**config.mk**
```make
export PLATFORM = sky130hd
export DESIGN_NAME = chunked_bump_allocator_core
export DESIGN_NICKNAME = d
export VERILOG_FILES = /design/src/hdl/cba_pkg.sv /design/src/hdl/chunked_bump_allocator_core.sv /design/src/hdl/cba_mul.sv /design/src/hdl/cba_engine.sv
export SDC_FILE = /design/constraint.sdc
export NUM_CORES = 2
export LEC_CHECK = 0
export ABC_AREA = 1
export BUFFER_PORTS_ARGS = -buffer_cell sky130_fd_sc_hd__buf_2
export CAP_MARGIN = 20
export CORE_ASPECT_RATIO = 0.9
export CORE_MARGIN = 2
export CORE_UTILIZATION = 55
export DETAILED_ROUTE_END_ITERATION = 8
export PLACE_DENSITY = 0.72
export RECOVER_POWER = 100
export SKIP_CTS_REPAIR_TIMING = 1
export SYNTH_ARGS = -nofsm -noshare
export SYNTH_HDL_FRONTEND = slang
export SYNTH_SLANG_ARGS = --single-unit
export TNS_END_PERCENT = 30
```
**constraint.sdc**
```tcl
create_clock -name i_clk -period 18.3 [get_ports i_clk]
set_input_delay 1.83 -clock i_clk [delete_from_list [all_inputs] [get_ports i_clk]]
set_output_delay 1.83 -clock i_clk [all_outputs]
set_load 0.05 [all_outputs]
```
**src/hdl/cba_pkg.sv**
```systemverilog
// Shared types and constants for the chunked bump allocator.
// Holds the input/output beat structs, the configuration struct, status codes
// and register indexes. No dependencies.
package cba_pkg;

    // Status codes returned with every result beat
    localparam logic [2:0] ST_OK          = 3'd0;
    localparam logic [2:0] ST_OVERFLOW    = 3'd1;
    localparam logic [2:0] ST_REQ_LIMIT   = 3'd2;
    localparam logic [2:0] ST_CHUNK_LIMIT = 3'd3;
    localparam logic [2:0] ST_TOTAL_LIMIT = 3'd4;
    localparam logic [2:0] ST_ZERO        = 3'd5;

    // Input op codes
    localparam logic OP_ALLOC    = 1'b0;
    localparam logic OP_FREE_ALL = 1'b1;

    // Configuration register indexes
    localparam int unsigned CFG_IDX_W = 3;
    localparam logic [CFG_IDX_W-1:0] CFG_MAX_REQUEST = 3'd0;
    localparam logic [CFG_IDX_W-1:0] CFG_MAX_TOTAL   = 3'd1;
    localparam logic [CFG_IDX_W-1:0] CFG_GROWTH      = 3'd2;
    localparam logic [CFG_IDX_W-1:0] CFG_MIN_CHUNK   = 3'd3;
    localparam logic [CFG_IDX_W-1:0] CFG_MAX_CHUNK   = 3'd4;
    localparam logic [CFG_IDX_W-1:0] CFG_MAX_COUNT   = 3'd5;

    // Reset values of the configuration registers
    localparam logic [15:0] GROWTH_RESET    = 16'd2560;
    localparam logic [31:0] MIN_CHUNK_RESET = 32'd10;

    localparam logic [15:0] COUNT_MAX = 16'hFFFF;
    localparam logic [31:0] U32_MAX   = 32'hFFFF_FFFF;

    typedef struct packed {
        logic        op;
        logic [31:0] elem_count;
        logic [31:0] elem_bytes;
    } t_in_beat;

    typedef struct packed {
        logic [2:0]  status;
        logic        opened_chunk;
        logic [15:0] chunk_number;
        logic [31:0] chunk_offset;
        logic [31:0] chunk_bytes;
        logic [31:0] bytes_in_use;
        logic [31:0] bytes_reserved;
    } t_out_beat;

    typedef struct packed {
        logic [31:0] max_request_bytes;
        logic [31:0] max_total_bytes;
        logic [15:0] growth_factor;
        logic [31:0] min_chunk_bytes;
        logic [31:0] max_chunk_bytes;
        logic [15:0] max_chunk_count;
    } t_cfg;

endpackage

```
**src/hdl/chunked_bump_allocator_core.sv**
```systemverilog
// Top level of the chunked bump allocator: configuration registers,
// input handshake and output register. Depends on cba_pkg, cba_engine, cba_mul.
//
//   channel   direction  handshake                   payload
//   in        input      i_in_valid / o_in_stall     i_in_beat  (op, count, bytes)
//   out       output     o_out_valid / i_out_stall   o_out_beat (status, chunk, totals)
//   cfg       input      i_cfg_valid / o_cfg_ready   i_cfg_index, i_cfg_data
//
// A free-all beat goes from IDLE straight to DONE, a request rejected by its size checks
// passes MUL1 and CHK, one that fits the head chunk also FIT, and one that opens a chunk
// also MUL2, GROW, CLAMP and TOT. The shared 32x32 multiplier is used twice in sequence
// and each compare step has its own state. Reset (synchronous, active low) empties the
// arena and restores register defaults. A result waits in the output register while
// stalled; the next beat is taken meanwhile and holds in its last step, DONE, until the register frees.
module chunked_bump_allocator_core (
    input  logic                              i_clk,
    input  logic                              i_rst_n,
    input  logic                              i_in_valid,
    output logic                              o_in_stall,
    input  cba_pkg::t_in_beat                 i_in_beat,
    output logic                              o_out_valid,
    input  logic                              i_out_stall,
    output cba_pkg::t_out_beat                o_out_beat,
    input  logic                              i_cfg_valid,
    output logic                              o_cfg_ready,
    input  logic [cba_pkg::CFG_IDX_W-1:0]     i_cfg_index,
    input  logic [31:0]                       i_cfg_data
);

    cba_pkg::t_cfg      r_cfg, n_cfg;
    logic               r_out_valid, n_out_valid;
    cba_pkg::t_out_beat r_out_beat, n_out_beat;

    logic               eng_idle;
    logic               eng_res_valid;
    cba_pkg::t_out_beat eng_res;
    logic               res_take;
    logic               in_accept;

    assign o_cfg_ready = 1'b1;
    assign o_in_stall  = !eng_idle;
    assign in_accept   = i_in_valid && eng_idle;
    assign res_take    = eng_res_valid && (!r_out_valid || !i_out_stall);

    cba_engine u_engine (
        .i_clk       (i_clk),
        .i_rst_n     (i_rst_n),
        .i_cfg       (r_cfg),
        .i_start     (in_accept),
        .i_item      (i_in_beat),
        .i_res_take  (res_take),
        .o_idle      (eng_idle),
        .o_res_valid (eng_res_valid),
        .o_res       (eng_res)
    );

    always_comb begin
        n_cfg = r_cfg;
        if (i_cfg_valid) begin
            unique case (i_cfg_index)
                cba_pkg::CFG_MAX_REQUEST: n_cfg.max_request_bytes = i_cfg_data;
                cba_pkg::CFG_MAX_TOTAL:   n_cfg.max_total_bytes   = i_cfg_data;
                cba_pkg::CFG_GROWTH:      n_cfg.growth_factor     = i_cfg_data[15:0];
                cba_pkg::CFG_MIN_CHUNK:   n_cfg.min_chunk_bytes   = i_cfg_data;
                cba_pkg::CFG_MAX_CHUNK:   n_cfg.max_chunk_bytes   = i_cfg_data;
                cba_pkg::CFG_MAX_COUNT:   n_cfg.max_chunk_count   = i_cfg_data[15:0];
                default: begin
                    // drop writes beyond the register list
                end
            endcase
        end
    end

    always_comb begin
        n_out_valid = r_out_valid;
        n_out_beat  = r_out_beat;
        if (res_take) begin
            n_out_valid = 1'b1;
            n_out_beat  = eng_res;
        end else if (!i_out_stall) begin
            n_out_valid = 1'b0;
        end
    end

    always_ff @(posedge i_clk) begin
        if (!i_rst_n) begin
            r_cfg.max_request_bytes <= '0;
            r_cfg.max_total_bytes   <= '0;
            r_cfg.growth_factor     <= cba_pkg::GROWTH_RESET;
            r_cfg.min_chunk_bytes   <= cba_pkg::MIN_CHUNK_RESET;
            r_cfg.max_chunk_bytes   <= '0;
            r_cfg.max_chunk_count   <= '0;
            r_out_valid             <= 1'b0;
        end else begin
            r_cfg       <= n_cfg;
            r_out_valid <= n_out_valid;
        end
    end

    always_ff @(posedge i_clk) begin
        r_out_beat <= n_out_beat;
    end

    assign o_out_valid = r_out_valid;
    assign o_out_beat  = r_out_beat;

endmodule

```
**src/hdl/cba_mul.sv**
```systemverilog
// Shared 32x32 unsigned multiplier with a registered product.
// Used for both the request size and the chunk growth product. Uses no package.
module cba_mul (
    input  logic        i_clk,
    input  logic [31:0] i_a,
    input  logic [31:0] i_b,
    output logic [63:0] o_p
);

    logic [63:0] r_p;
    logic [63:0] n_p;

    assign n_p = {32'b0, i_a} * {32'b0, i_b};

    always_ff @(posedge i_clk) begin
        r_p <= n_p;
    end

    assign o_p = r_p;

endmodule

```
**src/hdl/cba_engine.sv**
```systemverilog
// Allocation sequencer: request checks, fit test, chunk growth and limits.
// Depends on cba_pkg and drives one shared cba_mul instance.
module cba_engine (
    input  logic                  i_clk,
    input  logic                  i_rst_n,
    input  cba_pkg::t_cfg         i_cfg,
    input  logic                  i_start,
    input  cba_pkg::t_in_beat     i_item,
    input  logic                  i_res_take,
    output logic                  o_idle,
    output logic                  o_res_valid,
    output cba_pkg::t_out_beat    o_res
);

    typedef enum logic [8:0] {
        S_IDLE  = 9'b000000001,
        S_MUL1  = 9'b000000010,
        S_CHK   = 9'b000000100,
        S_FIT   = 9'b000001000,
        S_MUL2  = 9'b000010000,
        S_GROW  = 9'b000100000,
        S_CLAMP = 9'b001000000,
        S_TOT   = 9'b010000000,
        S_DONE  = 9'b100000000
    } t_state;

    typedef struct packed {
        logic [2:0]  status;
        logic        opened;
        logic [15:0] num;
        logic [31:0] off;
        logic [31:0] cb;
    } t_res;

    function automatic t_res fail_res(input logic [2:0] code);
        t_res r;
        r        = '0;
        r.status = code;
        return r;
    endfunction

    t_state      r_state, n_state;
    logic [31:0] r_cnt, n_cnt;
    logic [31:0] r_eb, n_eb;
    logic [31:0] r_req, n_req;
    logic [31:0] r_size, n_size;
    t_res        r_res, n_res;
    logic [31:0] r_head_used, n_head_used;
    logic [31:0] r_head_limit, n_head_limit;
    logic [15:0] r_chunk_count, n_chunk_count;
    logic [31:0] r_reserved, n_reserved;
    logic [31:0] r_used, n_used;

    logic [31:0] mul_a;
    logic [31:0] mul_b;
    logic [63:0] mul_p;
    logic [31:0] room;
    logic [39:0] grown;
    logic [31:0] sat;
    logic [31:0] capped;
    logic [32:0] tot;

    assign mul_a = (r_state == S_MUL2) ? r_req : r_cnt;
    assign mul_b = (r_state == S_MUL2) ? {16'b0, i_cfg.growth_factor} : r_eb;

    cba_mul u_mul (
        .i_clk (i_clk),
        .i_a   (mul_a),
        .i_b   (mul_b),
        .o_p   (mul_p)
    );

    assign room   = r_head_limit - r_head_used;
    assign grown  = mul_p[47:8];
    assign sat    = (|grown[39:32]) ? cba_pkg::U32_MAX : grown[31:0];
    assign capped = (i_cfg.max_chunk_bytes != 32'd0 && r_size > i_cfg.max_chunk_bytes)
                    ? i_cfg.max_chunk_bytes : r_size;
    assign tot    = {1'b0, r_reserved} + {1'b0, r_size};

    always_comb begin
        n_state       = r_state;
        n_cnt         = r_cnt;
        n_eb          = r_eb;
        n_req         = r_req;
        n_size        = r_size;
        n_res         = r_res;
        n_head_used   = r_head_used;
        n_head_limit  = r_head_limit;
        n_chunk_count = r_chunk_count;
        n_reserved    = r_reserved;
        n_used        = r_used;

        unique case (r_state)
            S_IDLE: begin
                if (i_start) begin
                    n_cnt = i_item.elem_count;
                    n_eb  = i_item.elem_bytes;
                    if (i_item.op == cba_pkg::OP_FREE_ALL) begin
                        n_head_used   = '0;
                        n_head_limit  = '0;
                        n_chunk_count = '0;
                        n_reserved    = '0;
                        n_used        = '0;
                        n_res         = fail_res(cba_pkg::ST_OK);
                        n_state       = S_DONE;
                    end else begin
                        n_state = S_MUL1;
                    end
                end
            end
            S_MUL1: begin
                n_state = S_CHK;
            end
            S_CHK: begin
                n_req = mul_p[31:0];
                priority if (|mul_p[63:32]) begin
                    n_res   = fail_res(cba_pkg::ST_OVERFLOW);
                    n_state = S_DONE;
                end else if (mul_p[31:0] == 32'd0) begin
                    n_res   = fail_res(cba_pkg::ST_ZERO);
                    n_state = S_DONE;
                end else if (i_cfg.max_request_bytes != 32'd0 &&
                             mul_p[31:0] > i_cfg.max_request_bytes) begin
                    n_res   = fail_res(cba_pkg::ST_REQ_LIMIT);
                    n_state = S_DONE;
                end else begin
                    n_state = S_FIT;
                end
            end
            S_FIT: begin
                if (r_chunk_count != 16'd0 && r_head_used <= r_head_limit &&
                    r_req <= room) begin
                    // bump inside the head chunk
                    n_head_used = r_head_used + r_req;
                    n_used      = r_used + r_req;
                    n_res       = '{status: cba_pkg::ST_OK, opened: 1'b0,
                                    num: r_chunk_count - 16'd1,
                                    off: r_head_used, cb: r_head_limit};
                    n_state     = S_DONE;
                end else begin
                    n_state = S_MUL2;
                end
            end
            S_MUL2: begin
                n_state = S_GROW;
            end
            S_GROW: begin
                // saturate the 8.8 product, then raise to the minimum
                n_size  = (sat < i_cfg.min_chunk_bytes) ? i_cfg.min_chunk_bytes : sat;
                n_state = S_CLAMP;
            end
            S_CLAMP: begin
                n_size  = (capped < r_req) ? r_req : capped;
                n_state = S_TOT;
            end
            S_TOT: begin
                priority if ((i_cfg.max_chunk_count != 16'd0 &&
                              r_chunk_count >= i_cfg.max_chunk_count) ||
                             r_chunk_count == cba_pkg::COUNT_MAX) begin
                    n_res = fail_res(cba_pkg::ST_CHUNK_LIMIT);
                end else if (tot[32] || (i_cfg.max_total_bytes != 32'd0 &&
                                         tot[31:0] > i_cfg.max_total_bytes)) begin
                    n_res = fail_res(cba_pkg::ST_TOTAL_LIMIT);
                end else begin
                    // open a new head chunk and place the request at offset 0
                    n_reserved    = tot[31:0];
                    n_chunk_count = r_chunk_count + 16'd1;
                    n_head_limit  = r_size;
                    n_head_used   = r_req;
                    n_used        = r_used + r_req;
                    n_res         = '{status: cba_pkg::ST_OK, opened: 1'b1,
                                      num: r_chunk_count, off: 32'd0, cb: r_size};
                end
                n_state = S_DONE;
            end
            S_DONE: begin
                if (i_res_take) begin
                    n_state = S_IDLE;
                end
            end
            default: begin
                n_state = S_IDLE;
            end
        endcase
    end

    always_ff @(posedge i_clk) begin
        if (!i_rst_n) begin
            r_state       <= S_IDLE;
            r_head_used   <= '0;
            r_head_limit  <= '0;
            r_chunk_count <= '0;
            r_reserved    <= '0;
            r_used        <= '0;
        end else begin
            r_state       <= n_state;
            r_head_used   <= n_head_used;
            r_head_limit  <= n_head_limit;
            r_chunk_count <= n_chunk_count;
            r_reserved    <= n_reserved;
            r_used        <= n_used;
        end
    end

    always_ff @(posedge i_clk) begin
        r_cnt  <= n_cnt;
        r_eb   <= n_eb;
        r_req  <= n_req;
        r_size <= n_size;
        r_res  <= n_res;
    end

    assign o_idle      = (r_state == S_IDLE);
    assign o_res_valid = (r_state == S_DONE);

    always_comb begin
        o_res                = '0;
        o_res.status         = r_res.status;
        o_res.opened_chunk   = r_res.opened;
        o_res.chunk_number   = r_res.num;
        o_res.chunk_offset   = r_res.off;
        o_res.chunk_bytes    = r_res.cb;
        o_res.bytes_in_use   = r_used;
        o_res.bytes_reserved = r_reserved;
    end

`ifndef SYNTHESIS
    a_head_within_limit: assert property (@(posedge i_clk) disable iff (!i_rst_n)
        r_head_used <= r_head_limit)
        else $error("head chunk used bytes exceed its size");

    a_used_within_reserved: assert property (@(posedge i_clk) disable iff (!i_rst_n)
        r_used <= r_reserved)
        else $error("bytes in use exceed bytes reserved");

    a_empty_arena: assert property (@(posedge i_clk) disable iff (!i_rst_n)
        (r_chunk_count == 16'd0) |-> (r_reserved == 32'd0 && r_head_limit == 32'd0))
        else $error("no chunk open but bytes reserved");

    a_take_returns_idle: assert property (@(posedge i_clk) disable iff (!i_rst_n)
        (o_res_valid && i_res_take) |=> o_idle)
        else $error("sequencer did not return to idle after result handoff");
`endif

endmodule

```
==> key figures <==
Critical path
  • Worst Setup Start Kind: flop
  • Max Fanout on Critical Path: 62
  • CP peak stage delay: 2.69 ns
  • Worst EP required: approximately 19 ns
  • Reg-to-Reg Start: u_engine.r_state[2]$_SDFFE_PN0P_
  • Cell mode on critical path: fa_1
  • Endpoint type of the worst setup path: flop
  • CP arrival: 15.07 ns
  • R2r setup slk: 3.81 ns
  • CP Class: flop to flop
  • Reg-to-reg endpoint: u_engine.u_mul.o_p[63]$_DFF_P_
  • R2r worst-path depth: 33
  • CP Buf/Inv Count: 5
  • Cell family with most CP delay: adder cells
  • Slowest cell on the critical path: clkbuf_1

Final layout
  • Share of cells above drive strength 1: 0.0455
  • Fin util: 0.600
  • Layout area overhead: 7.87%
  • Nets@finish: 10.1k

Timing
  • Final TNS setup: 0 ns
  • Setup Viol. Count Final: 0
  • Fin. max-slew vios: 1216
  • Smallest hold slack: roughly 0.42 ns
  • Minimum clock period: 14.49 ns
  • Hold Vio Cnt, Final: 0
  • Final period util: 0.792
  • RSZ-0062 raised after global routing: false
  • Top achievable clock speed: between 60 and 70 MHz
  • Slew @ Worst Pin: approximately 4.4 ns
  • Worst slew margin: -1.96
  • Layout Skew: 0.0522 ns

Routing
  • Drt first pass iters: 7
  • Final WL: between 200000 and 300000 µm
  • Initial DRC Count: 7341
  • Via count: between 50k and 60k
  • WL/cell: about 25 µm
  • DRC viols: 0
  • Antenna viol nets, final: 0
  • Average vias per placed instance: 5.85

GRT
  • GRT Max-Usage Layer: met1
  • Initial antenna violation count: 16
  • Total global routing overflow: 0
  • Pin count of the biggest net entering global routing: 108
  • Met2 Use GR: 0.532
  • Vias in the first global route: 57.8k
  • Global Route Usage Sum: 0.393
  • First-pass GRT wire length: 378000 µm
  • GR Util met1: 0.547
  • Met3 GRT Util: 0.188

Floorplan
  • Chip width: around 380 µm
  • Chip height: 345 µm
  • Die area: around 130000 µm²
  • Starting Density: 0.556
  • # rows: 124
  • Num ports: 256
  • Core footprint: 128000 µm²

Yosys
  • Cell Area, Synth: 70900 µm²
  • Avg Cell Area, Syn: 8.56 µm²
  • Sequential fraction of the synthesis area: 0.259
  • Post-synth top cells: inv_1 (1621), nand2_1 (1157), nor2_1 (1053)
  • Count leader, synth: inv_1
  • Post-synth top area share: 0.254
  • FFs w/ async S/R, synth: 0
  • #FFs+latches synth: approximately 740
  • Syn Nets: 9882
  • Yosys cell types: 70
  • Top FF cell, synth: dfxtp_1
  • Synth area leader: fa_1
  • Top cells by area, synth: fa_1 (25%), edfxtp_1 (15%), dfxtp_1 (11%)
  • Post-synth EDFFs: 360
  • Syn. warnings: 0
  • Synth Instances: 8280

Clock network
  • Worst-path clk slew: 0.06 ns
  • # H-tree levels: 3
  • CTS tree: done
  • Root buf cell: clkbuf_16
  • Max Root-Sink Buffers: 3
  • TritonCTS Buffers: 79
  • Clock latency on the worst-skew pair: 0.75 ns
  • Clock Sinks: 738

Worst hold path
  • Tightest Hold Check Type: flop to flop
  • Hold_sp: u_engine.o_res[112]$_DFFE_PP_
  • Min-Delay Endpoint: o_out_beat[112]$_DFFE_PP_
  • Hold path cells: 0

Run status
  • Status: finished with violations
  • Failing checks: capacitance limit, slew limit

Placement
  • Final HPWL DP: 208000 µm
  • Port Buffers: between 200 and 300
  • GP Congestion: approximately 1.1

Flow run
  • Max-cap violation count: 24
worst max path at each step:
stage / to / cells past startpoint / from
6_report: u_engine.u_mul.o_p[63]$_DFF_P_ / 33 / u_engine.r_state[2]$_SDFFE_PN0P_
5_1_grt: u_engine.u_mul.o_p[63]$_DFF_P_ / 35 / u_engine.r_state[2]$_SDFFE_PN0P_
4_1_cts: u_engine.u_mul.o_p[63]$_DFF_P_ / 35 / u_engine.r_state[3]$_SDFFE_PN0P_
3_5_place_dp: u_engine.u_mul.o_p[63]$_DFF_P_ / 35 / u_engine.r_state[3]$_SDFFE_PN0P_
3_3_place_gp: u_engine.u_mul.o_p[63]$_DFF_P_ / 34 / u_engine.r_state[3]$_SDFFE_PN0P_
2_1_floorplan: o_out_beat[0]$_DFFE_PP_ / 3 / i_out_stall
state kept, by name (all words and copies together), names as in the netlist, 16 cells and up:
| signal | count |
|---|---|
| u_engine.r_req | 32 |
| u_engine.r_head_used | 32 |
| u_engine.r_cnt | 32 |
| u_engine.r_reserved | 32 |
| u_engine.r_chunk_count | 16 |
| u_engine.r_used | 32 |
| u_engine.r_head_limit | 32 |
| u_engine.r_eb | 32 |
| u_engine.r_size | 32 |
| r_cfg | 160 |
| u_engine.o_res | 84 |
| o_out_beat | 148 |
| u_engine.u_mul.o_p | 64 |
cell type report:
cell class / instances / area (µm²)
inverter: 1652 / 6200
timing repair buffer: 363 / 1870
clock inverter: 47 / 687
fill: 11476 / 51100
multi-input combinational: 5629 / 45000
clock buffer: 101 / 2190
sequential: 738 / 18400
antenna: 14 / 35.0
tap: 1701 / 2130
placed cells by master, fill, tap and decap left out, types with 6 or more instances in the layout:
master	netlist	routed
dfxtp_1	378	378
xor2_1	97	97
o22ai_1	11	38
nand3_1	195	197
a21boi_0	6	7
a21o_1	12	12
ha_1	597	597
clkinvlp_4	0	8
o21ai_0	409	454
inv_2	9	7
nand2_1	1157	1157
bufinv_16	0	11
nor4_1	48	47
xnor2_1	63	63
clkinv_2	0	9
o21a_1	28	28
buf_2	26	98
o22ai_2	37	10
diode_2	0	14
inv_1	1621	1621
nand4_1	86	86
clkbuf_16	0	80
clkbuf_1	190	185
a211oi_1	16	16
o211ai_1	46	46
buf_4	5	86
o221ai_1	13	13
a21oi_1	628	627
nor2_2	1	6
nor3_1	42	44
o21bai_1	7	8
clkinv_1	21	30
nor2_1	1053	1045
fa_1	900	900
a31oi_1	27	27
o21ai_1	73	29
clkbuf_8	0	11
a21oi_2	11	12
edfxtp_1	360	360
through the flow:
stage	instance area [µm²]	setup WS, ns	cells
final	76500	3.81	10245
after CTS	76900	7.45	10224
after global routing	76400	3.49	10232
after detailed placement	74000	7.60	10076
after global placement	74000	7.59	10075
after floorplan	70900	9.56	8280
cell families after synthesis:
kind of cell | Yosys count | share of synthesized area
AOI/OAI and AO/OA | 1363 | 0.109
other | 1 | 0.0000529
and+or+nand+nor | 2608 | 0.149
buffers and inverters | 1913 | 0.104
DFF | 738 | 0.259
adders and majority gates | 1497 | 0.359
xor gates and xnor gates | 160 | 0.0198
routing by layer:
layer / vias to the layer above / share of wire
li1: 26613 / -
met1: 29071 / 0.40
met2: 3658 / 0.39
met3: 547 / 0.16
met4: 6 / 0.041
met5: - / 0.00081
Power is not shown: default switching activity piles up to over one toggle a cycle in this logic, so the estimate is an artifact.
